<file path="config.mk">
export PLATFORM = sky130hd
export DESIGN_NAME = gregorian_date_counter_unit
export DESIGN_NICKNAME = d
export VERILOG_FILES = /design/src/rtl/core/gdc_pkg.sv /design/src/rtl/core/gregorian_date_counter_unit.sv
export SDC_FILE = /design/constraint.sdc
export NUM_CORES = 1
export LEC_CHECK = 0
export ABC_CLOCK_PERIOD_IN_PS = 5200
export BUFFER_PORTS_ARGS = -buffer_cell sky130_fd_sc_hd__buf_4
export CORE_MARGIN = 4
export CORE_UTILIZATION = 42
export CTS_BUF_LIST = sky130_fd_sc_hd__clkbuf_8
export DETAILED_ROUTE_END_ITERATION = 6
export GPL_ROUTABILITY_DRIVEN = 0
export PLACE_DENSITY = 0.57
export SYNTH_ARGS = -nofsm -noshare
export SYNTH_HDL_FRONTEND = slang
export SYNTH_SLANG_ARGS = --single-unit
</file>
<file path="constraint.sdc">
create_clock -name i_clk -period 5.2 [get_ports i_clk]
set_input_delay 1.04 -clock i_clk [delete_from_list [all_inputs] [get_ports i_clk]]
set_output_delay 1.04 -clock i_clk [all_outputs]
set_load 0.01 [all_outputs]
</file>
<file path="src/rtl/core/gdc_pkg.sv">
`timescale 1ns / 1ps
// ----------------------------------------------------------------------------
// Gregorian date counter package
// Beat types, request codes and the calendar helper functions shared by the
// date counter.
// ----------------------------------------------------------------------------
package gdc_pkg;

    // Field widths of the beats.
    localparam int DAY_FW   = 5;
    localparam int MON_W    = 4;
    localparam int YEAR_W   = 16;
    localparam int CNT_W    = 12;
    localparam int DOY_W    = 9;

    // Calendar constants.
    localparam logic [MON_W-1:0]  MONTHS_PER_YEAR = 4'd12;
    localparam logic [MON_W-1:0]  MONTH_JAN       = 4'd1;
    localparam logic [MON_W-1:0]  MONTH_FEB       = 4'd2;
    localparam logic [DAY_FW-1:0] DAY_FIRST       = 5'd1;
    localparam logic [YEAR_W-1:0] YEAR_RESET      = 16'd2000;

    // Multiplicative inverse of 25 modulo 2^16, and the largest multiple
    // quotient: y is a multiple of 25 exactly when y * inverse <= 65535 / 25.
    localparam logic [YEAR_W-1:0] INV_25   = 16'd23593;
    localparam logic [YEAR_W-1:0] LIMIT_25 = 16'd2621;

    // Request codes.
    typedef enum logic [1:0] {
        K_LOAD = 2'd0,
        K_TICK = 2'd1,
        K_ADD  = 2'd2,
        K_CMP  = 2'd3
    } t_kind;

    typedef struct packed {
        t_kind              kind;
        logic [DAY_FW-1:0]  in_day;
        logic [MON_W-1:0]   in_month;
        logic [YEAR_W-1:0]  in_year;
        logic [CNT_W-1:0]   day_count;
    } t_in_beat;

    typedef struct packed {
        logic [DAY_FW-1:0]  out_day;
        logic [MON_W-1:0]   out_month;
        logic [YEAR_W-1:0]  out_year;
        logic [DOY_W-1:0]   day_of_year;
        logic               is_less;
        logic               is_equal;
        logic               is_greater;
    } t_out_beat;

    // Leap year: divisible by 4 and not by 100, or divisible by 400.
    // Divisibility by 100 is divisibility by 4 and 25; by 400 is by 16 and 25.
    function automatic logic is_leap(input logic [YEAR_W-1:0] y);
        logic [YEAR_W-1:0] prod;
        logic              div25;
        prod  = y * INV_25;
        div25 = (prod <= LIMIT_25);
        return (y[1:0] == 2'b00) && (!div25 || (y[3:0] == 4'b0000));
    endfunction

    // Length of a month; every month code outside February and the four
    // thirty-day months counts 31 days.
    function automatic logic [DAY_FW-1:0] month_len(input logic [MON_W-1:0] m,
                                                    input logic leap);
        logic [DAY_FW-1:0] len;
        case (m) inside
            4'd2:                    len = leap ? 5'd29 : 5'd28;
            4'd4, 4'd6, 4'd9, 4'd11: len = 5'd30;
            default:                 len = 5'd31;
        endcase
        return len;
    endfunction

    // Days in months 1 to m-1 of a common year; months 13 and 14 count 31.
    function automatic logic [DOY_W-1:0] days_before(input logic [MON_W-1:0] m);
        logic [DOY_W-1:0] d;
        case (m)
            4'd2:    d = 9'd31;
            4'd3:    d = 9'd59;
            4'd4:    d = 9'd90;
            4'd5:    d = 9'd120;
            4'd6:    d = 9'd151;
            4'd7:    d = 9'd181;
            4'd8:    d = 9'd212;
            4'd9:    d = 9'd243;
            4'd10:   d = 9'd273;
            4'd11:   d = 9'd304;
            4'd12:   d = 9'd334;
            4'd13:   d = 9'd365;
            4'd14:   d = 9'd396;
            4'd15:   d = 9'd427;
            default: d = 9'd0;
        endcase
        return d;
    endfunction

endpackage

</file>
<file path="src/rtl/core/gregorian_date_counter_unit.sv">
`timescale 1ns / 1ps
// ----------------------------------------------------------------------------
// Gregorian date counter
// Holds a day, month and year and serves load, one-day tick, add-days and
// compare requests, one result beat per request beat.
// ----------------------------------------------------------------------------
// A request beat is taken only while the unit is idle. Load, tick and compare
// pass from acceptance to the result register through accept, leap-year
// evaluation, one month step and the day-of-year sum. An add repeats the month
// step for every month boundary crossed and the leap-year evaluation for every
// year boundary crossed, as a single month-length compare and subtract is
// applied once per cycle. The result register lets the next request be
// accepted while a result beat still waits; a new result is held back only
// while the previous one has not been taken. The year wraps from 65535 to 0
// and loaded dates are stored unchecked.
module gregorian_date_counter_unit #(
    parameter int ADD_DAYS_BITS = 12
) (
    input  logic               i_clk,
    input  logic               i_rst_n,
    input  logic               i_in_valid,
    output logic               o_in_ready,
    input  gdc_pkg::t_in_beat  i_in_data,
    output logic               o_out_valid,
    input  logic               i_out_ready,
    output gdc_pkg::t_out_beat o_out_data
);
    import gdc_pkg::*;

    // Bits of day_count that take part, and the width of the working day sum.
    localparam int N_W   = (ADD_DAYS_BITS < CNT_W) ? ADD_DAYS_BITS : CNT_W;
    localparam int DAY_W = ((N_W > DAY_FW) ? N_W : DAY_FW) + 1;

    typedef enum logic [3:0] {
        S_IDLE = 4'b0001,
        S_LEAP = 4'b0010,
        S_STEP = 4'b0100,
        S_ORD  = 4'b1000
    } t_state;

    t_state             r_state, n_state;
    t_kind              r_kind, n_kind;
    logic [DAY_W-1:0]   r_day, n_day;
    logic [MON_W-1:0]   r_month, n_month;
    logic [YEAR_W-1:0]  r_year, n_year;
    logic               r_leap, n_leap;
    logic               r_lt, n_lt;
    logic               r_eq, n_eq;
    logic               r_gt, n_gt;
    logic [DAY_FW-1:0]  r_held_day, n_held_day;
    logic [MON_W-1:0]   r_held_month, n_held_month;
    logic [YEAR_W-1:0]  r_held_year, n_held_year;
    logic               r_out_valid, n_out_valid;
    t_out_beat          r_out, n_out;

    logic                            accept;
    logic                            out_fire;
    logic [DAY_FW-1:0]               mlen;
    logic                            day_over;
    logic                            mon_wrap;
    logic [MON_W-1:0]                next_mon;
    logic [DAY_FW+MON_W+YEAR_W-1:0]  held_date;
    logic [DAY_FW+MON_W+YEAR_W-1:0]  given_date;
    logic                            leap_adj;
    logic [DOY_W-1:0]                ord_sum;

    // Handshake.
    assign o_in_ready  = (r_state == S_IDLE);
    assign accept      = i_in_valid && o_in_ready;
    assign out_fire    = (r_state == S_ORD) && (!r_out_valid || i_out_ready);
    assign o_out_valid = r_out_valid;
    assign o_out_data  = r_out;

    // Shared month step: length of the working month and the rollover.
    assign mlen     = month_len(r_month, r_leap);
    assign day_over = (r_day > DAY_W'(mlen));
    assign mon_wrap = (r_month >= MONTHS_PER_YEAR);
    assign next_mon = mon_wrap ? MONTH_JAN : r_month + MON_W'(1);

    // Lexicographic date comparison, year first.
    assign held_date  = {r_held_year, r_held_month, r_held_day};
    assign given_date = {i_in_data.in_year, i_in_data.in_month, i_in_data.in_day};

    // Day of year of the working date.
    assign leap_adj = r_leap && (r_month > MONTH_FEB);
    assign ord_sum  = DOY_W'(r_day[DAY_FW-1:0]) + days_before(r_month) + DOY_W'(leap_adj);

    // Sequencer.
    always_comb begin
        n_state      = r_state;
        n_kind       = r_kind;
        n_day        = r_day;
        n_month      = r_month;
        n_year       = r_year;
        n_leap       = r_leap;
        n_lt         = r_lt;
        n_eq         = r_eq;
        n_gt         = r_gt;
        n_held_day   = r_held_day;
        n_held_month = r_held_month;
        n_held_year  = r_held_year;
        n_out        = r_out;
        n_out_valid  = r_out_valid && !i_out_ready;

        case (r_state)
            S_IDLE: begin
                if (accept) begin
                    n_kind  = i_in_data.kind;
                    n_day   = DAY_W'(r_held_day);
                    n_month = r_held_month;
                    n_year  = r_held_year;
                    n_lt    = 1'b0;
                    n_eq    = 1'b0;
                    n_gt    = 1'b0;
                    case (i_in_data.kind)
                        K_LOAD: begin
                            n_held_day   = i_in_data.in_day;
                            n_held_month = i_in_data.in_month;
                            n_held_year  = i_in_data.in_year;
                            n_day        = DAY_W'(i_in_data.in_day);
                            n_month      = i_in_data.in_month;
                            n_year       = i_in_data.in_year;
                        end
                        K_TICK: begin
                            n_day = DAY_W'(r_held_day) + DAY_W'(1);
                        end
                        K_ADD: begin
                            n_day = DAY_W'(r_held_day)
                                  + DAY_W'(i_in_data.day_count[N_W-1:0]);
                        end
                        K_CMP: begin
                            n_lt = (held_date < given_date);
                            n_eq = (held_date == given_date);
                            n_gt = (held_date > given_date);
                        end
                        default: begin
                            n_kind = K_CMP;
                        end
                    endcase
                    n_state = S_LEAP;
                end
            end

            S_LEAP: begin
                n_leap  = is_leap(r_year);
                n_state = S_STEP;
            end

            S_STEP: begin
                case (r_kind)
                    K_TICK: begin
                        // A tick past the month end starts the next month; a
                        // year rollover lands in January, so no leap refresh.
                        if (day_over) begin
                            n_day   = DAY_W'(DAY_FIRST);
                            n_month = next_mon;
                            if (mon_wrap) begin
                                n_year = r_year + YEAR_W'(1);
                            end
                        end
                        n_state = S_ORD;
                    end
                    K_ADD: begin
                        // Peel off one month per cycle; a new year needs its
                        // leap flag before the next step.
                        if (day_over) begin
                            n_day   = r_day - DAY_W'(mlen);
                            n_month = next_mon;
                            if (mon_wrap) begin
                                n_year  = r_year + YEAR_W'(1);
                                n_state = S_LEAP;
                            end
                        end else begin
                            n_state = S_ORD;
                        end
                    end
                    default: begin
                        n_state = S_ORD;
                    end
                endcase
            end

            S_ORD: begin
                if (out_fire) begin
                    n_out.out_day     = r_day[DAY_FW-1:0];
                    n_out.out_month   = r_month;
                    n_out.out_year    = r_year;
                    n_out.day_of_year = ord_sum;
                    n_out.is_less     = r_lt;
                    n_out.is_equal    = r_eq;
                    n_out.is_greater  = r_gt;
                    n_out_valid       = 1'b1;
                    if (r_kind == K_TICK) begin
                        n_held_day   = r_day[DAY_FW-1:0];
                        n_held_month = r_month;
                        n_held_year  = r_year;
                    end
                    n_state = S_IDLE;
                end
            end

            default: begin
                n_state = S_IDLE;
            end
        endcase
    end

    // Control and held date.
    always_ff @(posedge i_clk) begin
        if (!i_rst_n) begin
            r_state      <= S_IDLE;
            r_out_valid  <= 1'b0;
            r_held_day   <= DAY_FIRST;
            r_held_month <= MONTH_JAN;
            r_held_year  <= YEAR_RESET;
        end else begin
            r_state      <= n_state;
            r_out_valid  <= n_out_valid;
            r_held_day   <= n_held_day;
            r_held_month <= n_held_month;
            r_held_year  <= n_held_year;
        end
    end

    // Working registers and the result beat.
    always_ff @(posedge i_clk) begin
        r_kind  <= n_kind;
        r_day   <= n_day;
        r_month <= n_month;
        r_year  <= n_year;
        r_leap  <= n_leap;
        r_lt    <= n_lt;
        r_eq    <= n_eq;
        r_gt    <= n_gt;
        r_out   <= n_out;
    end

endmodule
</file>
==> flow_summary.toml, run 1 <==
[floorplan]
fp.dieH_um = 149.7
io_pins = 82
core-area_sq_um = 19590
num_rows = 51
die_width_um = 149.7
dieArea_sq_um = 22410
initial_core_util = 0.4305

[global_route]
gr-usage-all-layers = 0.1887
gr-total-overflow = 0
grt_pass1_vias = 6173
grt_max_degree = 41
grt_pass1_wl_mm = 32.95
antenna_found_initial = 0

[run]
maxCapViolCount = 0

[yosys]
synthCells = 850
ys_seq_area_frac = 0.3632
ys.flop_type = "edfxtp_1"
yosys-top-cells-area = "edfxtp_1 (27%), ha_1 (17%), dfxtp_1 (9.3%)"
synthArstFlopShare = 0
netlist_area_sq_um = 8433
synth-edff-count = 76
synthDominantCellAreaShare = 0.2706
yosysMostFrequentCell = "ha_1"
synth_seq_cells = 115
yosysUniqueCellTypes = 67
synth_top_area_cell = "edfxtp_1"
synth_nets = 1030
synthTopCellsByCount = "ha_1 (115), inv_1 (84), nand2_1 (83)"
yosys_warnings = 0
syn_avg_cell_area_sq_um = 9.921

[critical_path]
worstSetupPathType = "flip-flop to flip-flop"
crit_family = "adder cells"
arrival_ps = 4710
cp_max_fo = 8
path_cells = "ha_1, fa_1, ha_1, ha_1, fa_1, ha_1, ha_1, o21a_1, o31a_1, nor3_1, o21bai_1, a21oi_1, xnor2_1, o31a_1"
cpPeakStageDelay_ps = 570
end_kind = "flip-flop"
cp-start-kind = "flip-flop"
crit_required_ps = 5400
cp_slowest_cell = "edfxtp_1"
cpMostUsedCell = "ha_1"
critPathBufInv = 0

[detailed_routing]
wl_per_cell_um = 16.93
first_iter_violations = 333
finalWirelength_mm = 20.50
vias_per_cell = 5.261
ant_nets = 0
drc = 0
num_vias = 6371
drt_pass1_iterations = 5

[sta]
final_max_slew_viol_count = 0
rsz0062_at_grt = "no"
fmax_ghz = 0.2218
hold_viol = 0
min_period_ps = 4508
fin_crit_sh = 0.8670
setup-tns-final_ps = 0
setup_violations = 0
max_slew_margin = 0.1660
tightestPinTransition_ps = 1244
skew_ps = 21.73
fin_ws_ps = 691.5

[finish]
syn_to_final_growth_pct = 15.79
regArea_sq_um = 3063
fillers = 1888
final_layout_size_suffix_gt1_frac = 0.1469
antenna_cells = 0
nets = 1113
design_area_sq_um = 9764
multi_input_area_sq_um = 4965

[clocking]
cts.sinks = 115
cts-root-buf = "clkbuf_8"
cts.path.max_buffers = 2
cts_hold_buf = 0
cts_setup_buffers = 0
h-tree-depth = 4
clock_latency_ps = 460
clkTransAtPathRegs_ps = 70
tritoncts = "yes"
ctsResizeCount = 0
cts_buffers = 17

[placement]
pre_cts_ws_ps = 678.3
hpwl_mm = 15.66
portBuffers = 81
dpl_cell_area_sq_um = 9356

[power_and_ir_drop]
peakVddDrop_mv = 0.7250
p_per_area_nw_per_um2 = 704.8
leakagePower_nw = 4.337

[hold_path]
hp-class = "flip-flop to flip-flop"

[run_status]
outcome = "complete, no violations"
==> flip-flops by register name, indices dropped and copies added (netlist names), named ones only <==
| register | count |
|---|---|
| r_month | 4 |
| r_lt | 1 |
| r_eq | 1 |
| r_held_day | 5 |
| r_kind | 2 |
| r_state | 4 |
| o_out_valid | 1 |
| r_held_year | 16 |
| r_gt | 1 |
| r_held_month | 4 |
| r_year | 16 |
| o_out_data | 37 |
| r_day | 13 |
| r_leap | 1 |
==> layout by cell type (no fill, tap or decap), types with 6 or more instances in the layout <==
| cell | netlist | routed |
|---|---|---|
| o21a_1 | 6 | 6 |
| mux2i_1 | 16 | 16 |
| o211ai_1 | 20 | 20 |
| clkbuf_8 | 0 | 19 |
| a21oi_1 | 43 | 43 |
| o21ai_0 | 34 | 33 |
| nand2_1 | 83 | 83 |
| a21boi_0 | 9 | 9 |
| xor2_1 | 21 | 21 |
| nor2_1 | 45 | 44 |
| buf_4 | 0 | 90 |
| a31oi_1 | 13 | 13 |
| nor3_1 | 9 | 9 |
| xnor2_1 | 39 | 39 |
| a21o_1 | 16 | 16 |
| dfxtp_1 | 39 | 39 |
| ha_1 | 115 | 115 |
| edfxtp_1 | 76 | 76 |
| inv_1 | 84 | 88 |
| fa_1 | 22 | 22 |
| nand3_1 | 24 | 24 |
| nor2b_1 | 11 | 11 |
| and3_1 | 7 | 7 |
| o22ai_1 | 13 | 13 |
| nand4_1 | 12 | 12 |
==> routing by layer <==
layer  up-vias  GRT usage  share of wire
met2       172     0.2864           0.43
met5         -          0              0
met3        16    0.03543          0.055
met4         0    0.03934         0.0095
li1       3197          -              -
met1      2986     0.2817           0.50
==> worst paths after layout <==
| check | end | depth (start not counted) | startpoint | slack, ps |
|---|---|---|---|---|
| worst max-delay path | r_leap | 14 | r_year[8] | 690 |
| worst min register to register | o_out_data[0] | 0 | r_gt | 430 |
| worst max register to register | r_leap | 14 | r_year[8] | 690 |
| worst min-delay path | o_out_data[0] | 0 | r_gt | 430 |
==> worst reg2reg max path: stages (launching register included) <==
cell	delay, ps
edfxtp_1	570
ha_1	380
fa_1	460
ha_1	320
ha_1	300
fa_1	480
ha_1	300
ha_1	330
o21a_1	120
o31a_1	130
nor3_1	230
o21bai_1	120
a21oi_1	180
xnor2_1	90
o31a_1	270
==> stage by stage <==
step	hold WS (ps)	std cells	power (mW)	util
3_3_place_gp	410.4	1179	5.991	0.4776
5_1_grt	440.5	1211	7.660	0.4984
3_5_place_dp	406.3	1179	6.066	0.4776
2_1_floorplan	400.3	850	5.098	-
4_1_cts	424.9	1211	6.961	0.4984
6_report	428.7	1211	6.882	0.4984
==> where the power goes <==
group,total (mW),switching [mW],internal [mW]
sequential,1.56,0.274,1.28
combinational,4.46,2.38,2.08
clock,0.868,0.377,0.491
total,6.88,3.03,3.85
==> kinds of logic (layout without fill, tap and decap cells) <==
kind of cell,after synthesis,after routing,share of synthesized area
flip-flops,115,115,0.3632
multiplexers,22,22,0.03145
AND/OR/NAND/NOR,224,224,0.1301
XOR/XNOR,60,60,0.06232
AO/OA/AOI/OAI,181,181,0.1393
buffers and inverters,111,207,0.05074
adder cells (fa/ha/maj),137,137,0.2228
==> final cells by class <==
type,count,share of cell area
inverters,85,0.03293
well taps,265,0.03396
multi-input cells,624,0.5085
clock inverters,13,0.01499
repair buffers,90,0.06920
clock buffers,19,0.02678
flip-flops and latches,115,0.3137
No activity file was read; power rests on OpenSTA's default activity.
==> run 2, diff against run 1 <==
--- a/config.mk
+++ b/config.mk
@@ -5,8 +5,10 @@
 export SDC_FILE = /design/constraint.sdc
 export NUM_CORES = 1
 export LEC_CHECK = 0
+export ABC_AREA = 1
 export ABC_CLOCK_PERIOD_IN_PS = 5200
 export BUFFER_PORTS_ARGS = -buffer_cell sky130_fd_sc_hd__buf_4
+export CAP_MARGIN = 15
 export CORE_MARGIN = 4
 export CORE_UTILIZATION = 42
 export CTS_BUF_LIST = sky130_fd_sc_hd__clkbuf_8
==> flow_summary.toml, run 2 <==
[clocking]
tritoncts = "yes"
cts-root-buf = "clkbuf_8"
cts_hold_buf = 0
clock_latency_ps = 450
cts_buffers = 17
cts.sinks = 115
h-tree-depth = 4
ctsResizeCount = 0
cts_setup_buffers = 0
clkTransAtPathRegs_ps = 80
cts.path.max_buffers = 2

[hold_path]
worstHoldEndpoint = "o_out_data[2]"
min_path_cells = 0
hp-class = "flip-flop to flip-flop"
min_from = "r_lt"

[yosys]
synth-edff-count = 76
synthDominantCellAreaShare = 0.2609
yosys-top-cells-area = "edfxtp_1 (26%), ha_1 (16%), nand2_1 (11%)"
yosysMostFrequentCell = "nand2_1"
yosys_warnings = 0
synth_nets = 1269
synthCells = 1089
syn_avg_cell_area_sq_um = 8.031
synth_top_area_cell = "edfxtp_1"
netlist_area_sq_um = 8746
ys_seq_area_frac = 0.3502
synth_seq_cells = 115
synthTopCellsByCount = "nand2_1 (250), inv_1 (163), ha_1 (115)"
synthArstFlopShare = 0
yosysUniqueCellTypes = 46
ys.flop_type = "edfxtp_1"

[critical_path]
cpPeakStageDelay_ps = 570
critPathBufInv = 3
cpMostUsedCell = "ha_1"
r2r_start = "r_year[2]"
worst-r2r-setup-slack_ps = 760
crit_family = "adder cells"
end_kind = "flip-flop"
crit_required_ps = 5410
arrival_ps = 4640
cp_max_fo = 9
cp-start-kind = "flip-flop"
worstSetupPathType = "flip-flop to flip-flop"
r2r_cells = 17
path_cells = "inv_1, ha_1, ha_1, inv_1, fa_1, fa_1, inv_1, fa_1, ha_1, ha_1, a21oi_1, o21a_1, nand2_1, nand2_1, nand3_1, nor2_1, a21oi_1"
r2r-end = "r_leap"
cp_slowest_cell = "edfxtp_1"

[sta]
hold_ws_ps = 435.3
setup_violations = 0
setup-tns-final_ps = 0
max_slew_margin = 0.4371
fmax_ghz = 0.2253
skew_ps = 11.46
final_max_slew_viol_count = 0
rsz0062_at_grt = "no"
tightestPinTransition_ps = 842.4
min_period_ps = 4439
hold_viol = 0
fin_crit_sh = 0.8536

[placement]
hpwl_mm = 17.14
portBuffers = 81

[power_and_ir_drop]
p_per_area_nw_per_um2 = 732.6
leakagePower_nw = 4.849
p_sw_mw = 3.627
p_comb_frac = 0.663
peakVddDrop_mv = 0.6963
power_frac_clock = 0.131
p_seq_frac = 0.206
p_int_mw = 3.777
p_sw_frac = 0.4898

[detailed_routing]
first_iter_violations = 420
wl_per_cell_um = 15.07
drc = 0
vias_per_cell = 4.968
drt_pass1_iterations = 5
finalWirelength_mm = 21.95
ant_nets = 0
num_vias = 7238

[finish]
final_layout_size_suffix_gt1_frac = 0.1222
nets = 1354
antenna_cells = 0
syn_to_final_growth_pct = 15.55
layout_commonest_cell = "nand2_1"
fin_util = 0.4963
layout_common_cells = "nand2_1 (250), inv_1 (163), ha_1 (115)"
largest_reg_flops = 37

[floorplan]
num_rows = 52
fp.dieH_um = 152.3
dieArea_sq_um = 23200
core-area_sq_um = 20360
initial_core_util = 0.4295
io_pins = 82
die_width_um = 152.3

[run]
maxCapViolCount = 0

[global_route]
gr-usage-all-layers = 0.1903
grt_max_degree = 40
grt_pass1_wl_mm = 36.20
antenna_found_initial = 0
grt_pass1_vias = 7083
gr-total-overflow = 0

[run_status]
outcome = "complete, no violations"
[run 2: final cells by class]
class / count / area (sq um)
multi-input cells: 785 / 4965
clock buffers: 17 / 234.0
flip-flops and latches: 115 / 3063
repair buffers: 88 / 660.6
clock inverters: 15 / 219.0
well taps: 270 / 337.8
inverters: 167 / 626.9
fillers: 2011 / 10260
[run 2: logic make-up after synthesis]
kind of cell,Yosys count,synth area share
AOI/OAI and AO/OA,205,0.1276
xor gates and xnor gates,18,0.01803
adders and majority gates,137,0.2149
buffers and inverters,189,0.08326
DFF,115,0.3502
and+or+nand+nor,425,0.2060
[run 2: power by group through the flow]
stage,registers (mW),clock network (mW),logic [mW]
3_5_place_dp,1.54,0,4.86
5_1_grt,1.55,1.04,5.84
4_1_cts,1.52,0.993,4.94
6_report,1.52,0.969,4.91
2_1_floorplan,1.45,0,3.85
3_3_place_gp,1.54,0,4.81
[run 2: per-layer routing]
| metal | track usage | vias to the layer above | wire length (um) |
|---|---|---|---|
| met3 | 0.03295 | 18 | 981 |
| met4 | 0.03938 | 0 | 210 |
| li1 | - | 3809 | - |
| met2 | 0.2879 | 172 | 9181 |
| met1 | 0.2866 | 3239 | 11580 |
| met5 | 0 | - | 0 |
[run 2: worst max-delay path by stage]
| stage | from | to | slack [ps] | depth (start not counted) |
|---|---|---|---|---|
| after global routing | r_year[10] | r_leap | 490 | 18 |
| after detailed placement | r_year[2] | r_leap | 760 | 16 |
| after global placement | r_year[2] | r_leap | 830 | 16 |
| after CTS | r_year[2] | r_leap | 750 | 16 |
| final | r_year[2] | r_leap | 760 | 17 |
| after floorplan | r_year[2] | r_leap | 1030 | 16 |
[run 2: metrics by stage]
stage               instances  power, mW  setup WS, ps  area, sq um
detailed placement       1425      6.403         758.7         9653
global placement         1425      6.342         833.4         9653
CTS                      1457      7.455         751.9        10110
finish                   1457      7.404         761.4        10110
floorplan                1089      5.299          1028         8746
global route             1457      8.427         490.6        10110
==> run 3, diff against run 2 <==
--- a/config.mk
+++ b/config.mk
@@ -9,12 +9,14 @@
 export ABC_CLOCK_PERIOD_IN_PS = 5200
 export BUFFER_PORTS_ARGS = -buffer_cell sky130_fd_sc_hd__buf_4
 export CAP_MARGIN = 15
+export CELL_PAD_IN_SITES_DETAIL_PLACEMENT = 1
+export CELL_PAD_IN_SITES_GLOBAL_PLACEMENT = 1
 export CORE_MARGIN = 4
-export CORE_UTILIZATION = 42
+export CORE_UTILIZATION = 47
 export CTS_BUF_LIST = sky130_fd_sc_hd__clkbuf_8
 export DETAILED_ROUTE_END_ITERATION = 6
 export GPL_ROUTABILITY_DRIVEN = 0
-export PLACE_DENSITY = 0.57
+export PLACE_DENSITY = 0.81
 export SYNTH_ARGS = -nofsm -noshare
 export SYNTH_HDL_FRONTEND = slang
 export SYNTH_SLANG_ARGS = --single-unit
==> flow_summary.toml, run 3 (same netlist as run 2, synthesis figures left out) <==
[run_status]
outcome = "complete, no violations"

[sta]
min_period_ps = 4579
tightestPinTransition_ps = 852.0
hold_viol = 0
max_slew_margin = 0.4306
final_max_slew_viol_count = 0
fin_crit_sh = 0.8805
setup_violations = 0
fmax_ghz = 0.2184
skew_ps = 13.57
rsz0062_at_grt = "no"
setup-tns-final_ps = 0

[power_and_ir_drop]
leakagePower_nw = 4.816
p_int_mw = 3.670
power_frac_clock = 0.113
p_sw_frac = 0.5082
peakVddDrop_mv = 0.5521
p_seq_frac = 0.207
p_per_area_nw_per_um2 = 747.0
power_mw = 7.462
p_comb_frac = 0.680
p_sw_mw = 3.792

[floorplan]
fp.dieH_um = 144.4
initial_core_util = 0.4819
num_rows = 49
io_pins = 82
core-area_sq_um = 18150
dieArea_sq_um = 20850
die_width_um = 144.4

[critical_path]
crit_required_ps = 5420
r2r_start = "r_year[2]"
arrival_ps = 4800
r2r_cells = 17
worst-r2r-setup-slack_ps = 620
crit_start = "r_year[2]"
worstSetupPathType = "flip-flop to flip-flop"
cp-start-kind = "flip-flop"
r2r-end = "r_leap"
end_kind = "flip-flop"
cp_max_fo = 9

[detailed_routing]
met3_length_mm = 1.179
wl_per_cell_um = 17.77
drt_pass1_iterations = 5
first_iter_violations = 463
finalWirelength_mm = 25.17
vias_per_cell = 5.479
num_vias = 7758
drc = 0
routed.top_layer = "met4"
dr_wl_met2_mm = 11.43
wl_met1_mm = 12.22
ant_nets = 0

[finish]
largest_reg_flops = 37
antenna_cells = 0
design_area_sq_um = 9988
syn_to_final_growth_pct = 14.21
fillers = 2252
nets = 1354
final_layout_size_suffix_gt1_frac = 0.1213
layout_commonest_cell = "nand2_1"
layout_common_cells = "nand2_1 (250), inv_1 (163), ha_1 (115)"

[clocking]
clkTransAtPathRegs_ps = 80
cts-root-buf = "clkbuf_8"
h-tree-depth = 4
ctsResizeCount = 0
tritoncts = "yes"
cts.path.max_buffers = 2
cts_hold_buf = 0
clock_latency_ps = 470
cts_setup_buffers = 0
cts_buffers = 17
cts.sinks = 115

[global_route]
gr-usage-all-layers = 0.2523
grt_pass1_wl_mm = 41.46
gr-total-overflow = 0
grt_max_degree = 40
antenna_found_initial = 0
grt_pass1_vias = 8042

[hold_path]
hp-class = "flip-flop to flip-flop"
min_path_cells = 0
worstHoldEndpoint = "o_out_data[1]"
min_from = "r_eq"

[placement]
hpwl_mm = 19.41
portBuffers = 81
dpl_cell_area_sq_um = 9602

[run]
maxCapViolCount = 0
## run 3: area by class of cell
cell class,instances,area [sq um],area share
inverter,167,626.9,0.06276
clock inverter,13,125.1,0.01253
sequential,115,3063,0.3067
timing repair buffer,88,660.6,0.06614
clock buffer,19,261.5,0.02618
multi-input combinational,785,4965,0.4971
tap,229,286.5,0.02869
## run 3: worst max-delay path: stages (launching register included)
cell and delay, ps:
edfxtp_1 590, inv_1 90, ha_1 320, ha_1 290
inv_1 60, fa_1 480, fa_1 550, inv_1 50
fa_1 470, ha_1 310, ha_1 390, a21oi_1 200
o21a_1 140, nand2_1 60, nand2_1 70, nand3_1 80
nor2_1 120, a21oi_1 80
## run 3: power by group through the flow
stage                     sequential [mW]  combinational, mW  clock [mW]
after floorplan                      1.45               3.85           0
after global placement               1.53               4.78           0
after detailed placement             1.55               5.02           0
after CTS                            1.53               5.12       0.858
after global routing                 1.57               6.02       0.895
final                                1.54               5.07       0.846
## run 3: worst max-delay path by stage
stage	end	cells past startpoint
after floorplan	r_leap	16
after detailed placement	r_leap	17
final	r_leap	17
after CTS	r_leap	17
after global routing	r_leap	16
after global placement	r_leap	16
## run 3: per-layer routing
| layer | vias up | track usage |
|---|---|---|
| li1 | 3803 | - |
| met1 | 3752 | 0.3588 |
| met2 | 176 | 0.3989 |
| met3 | 27 | 0.04663 |
| met4 | 0 | 0.06333 |
| met5 | - | 0 |
## run 3: metrics by stage
step / hold WS, ps / instances / utilization / worst slack [ps]
floorplan: 400.3 / 1089 / - / 1028
global placement: 408.3 / 1384 / 0.5291 / 836.2
detailed placement: 428.7 / 1384 / 0.5291 / 655.2
CTS: 430.8 / 1416 / 0.5504 / 650.9
global route: 444.0 / 1416 / 0.5504 / 464.2
finish: 427.6 / 1416 / 0.5504 / 621.3
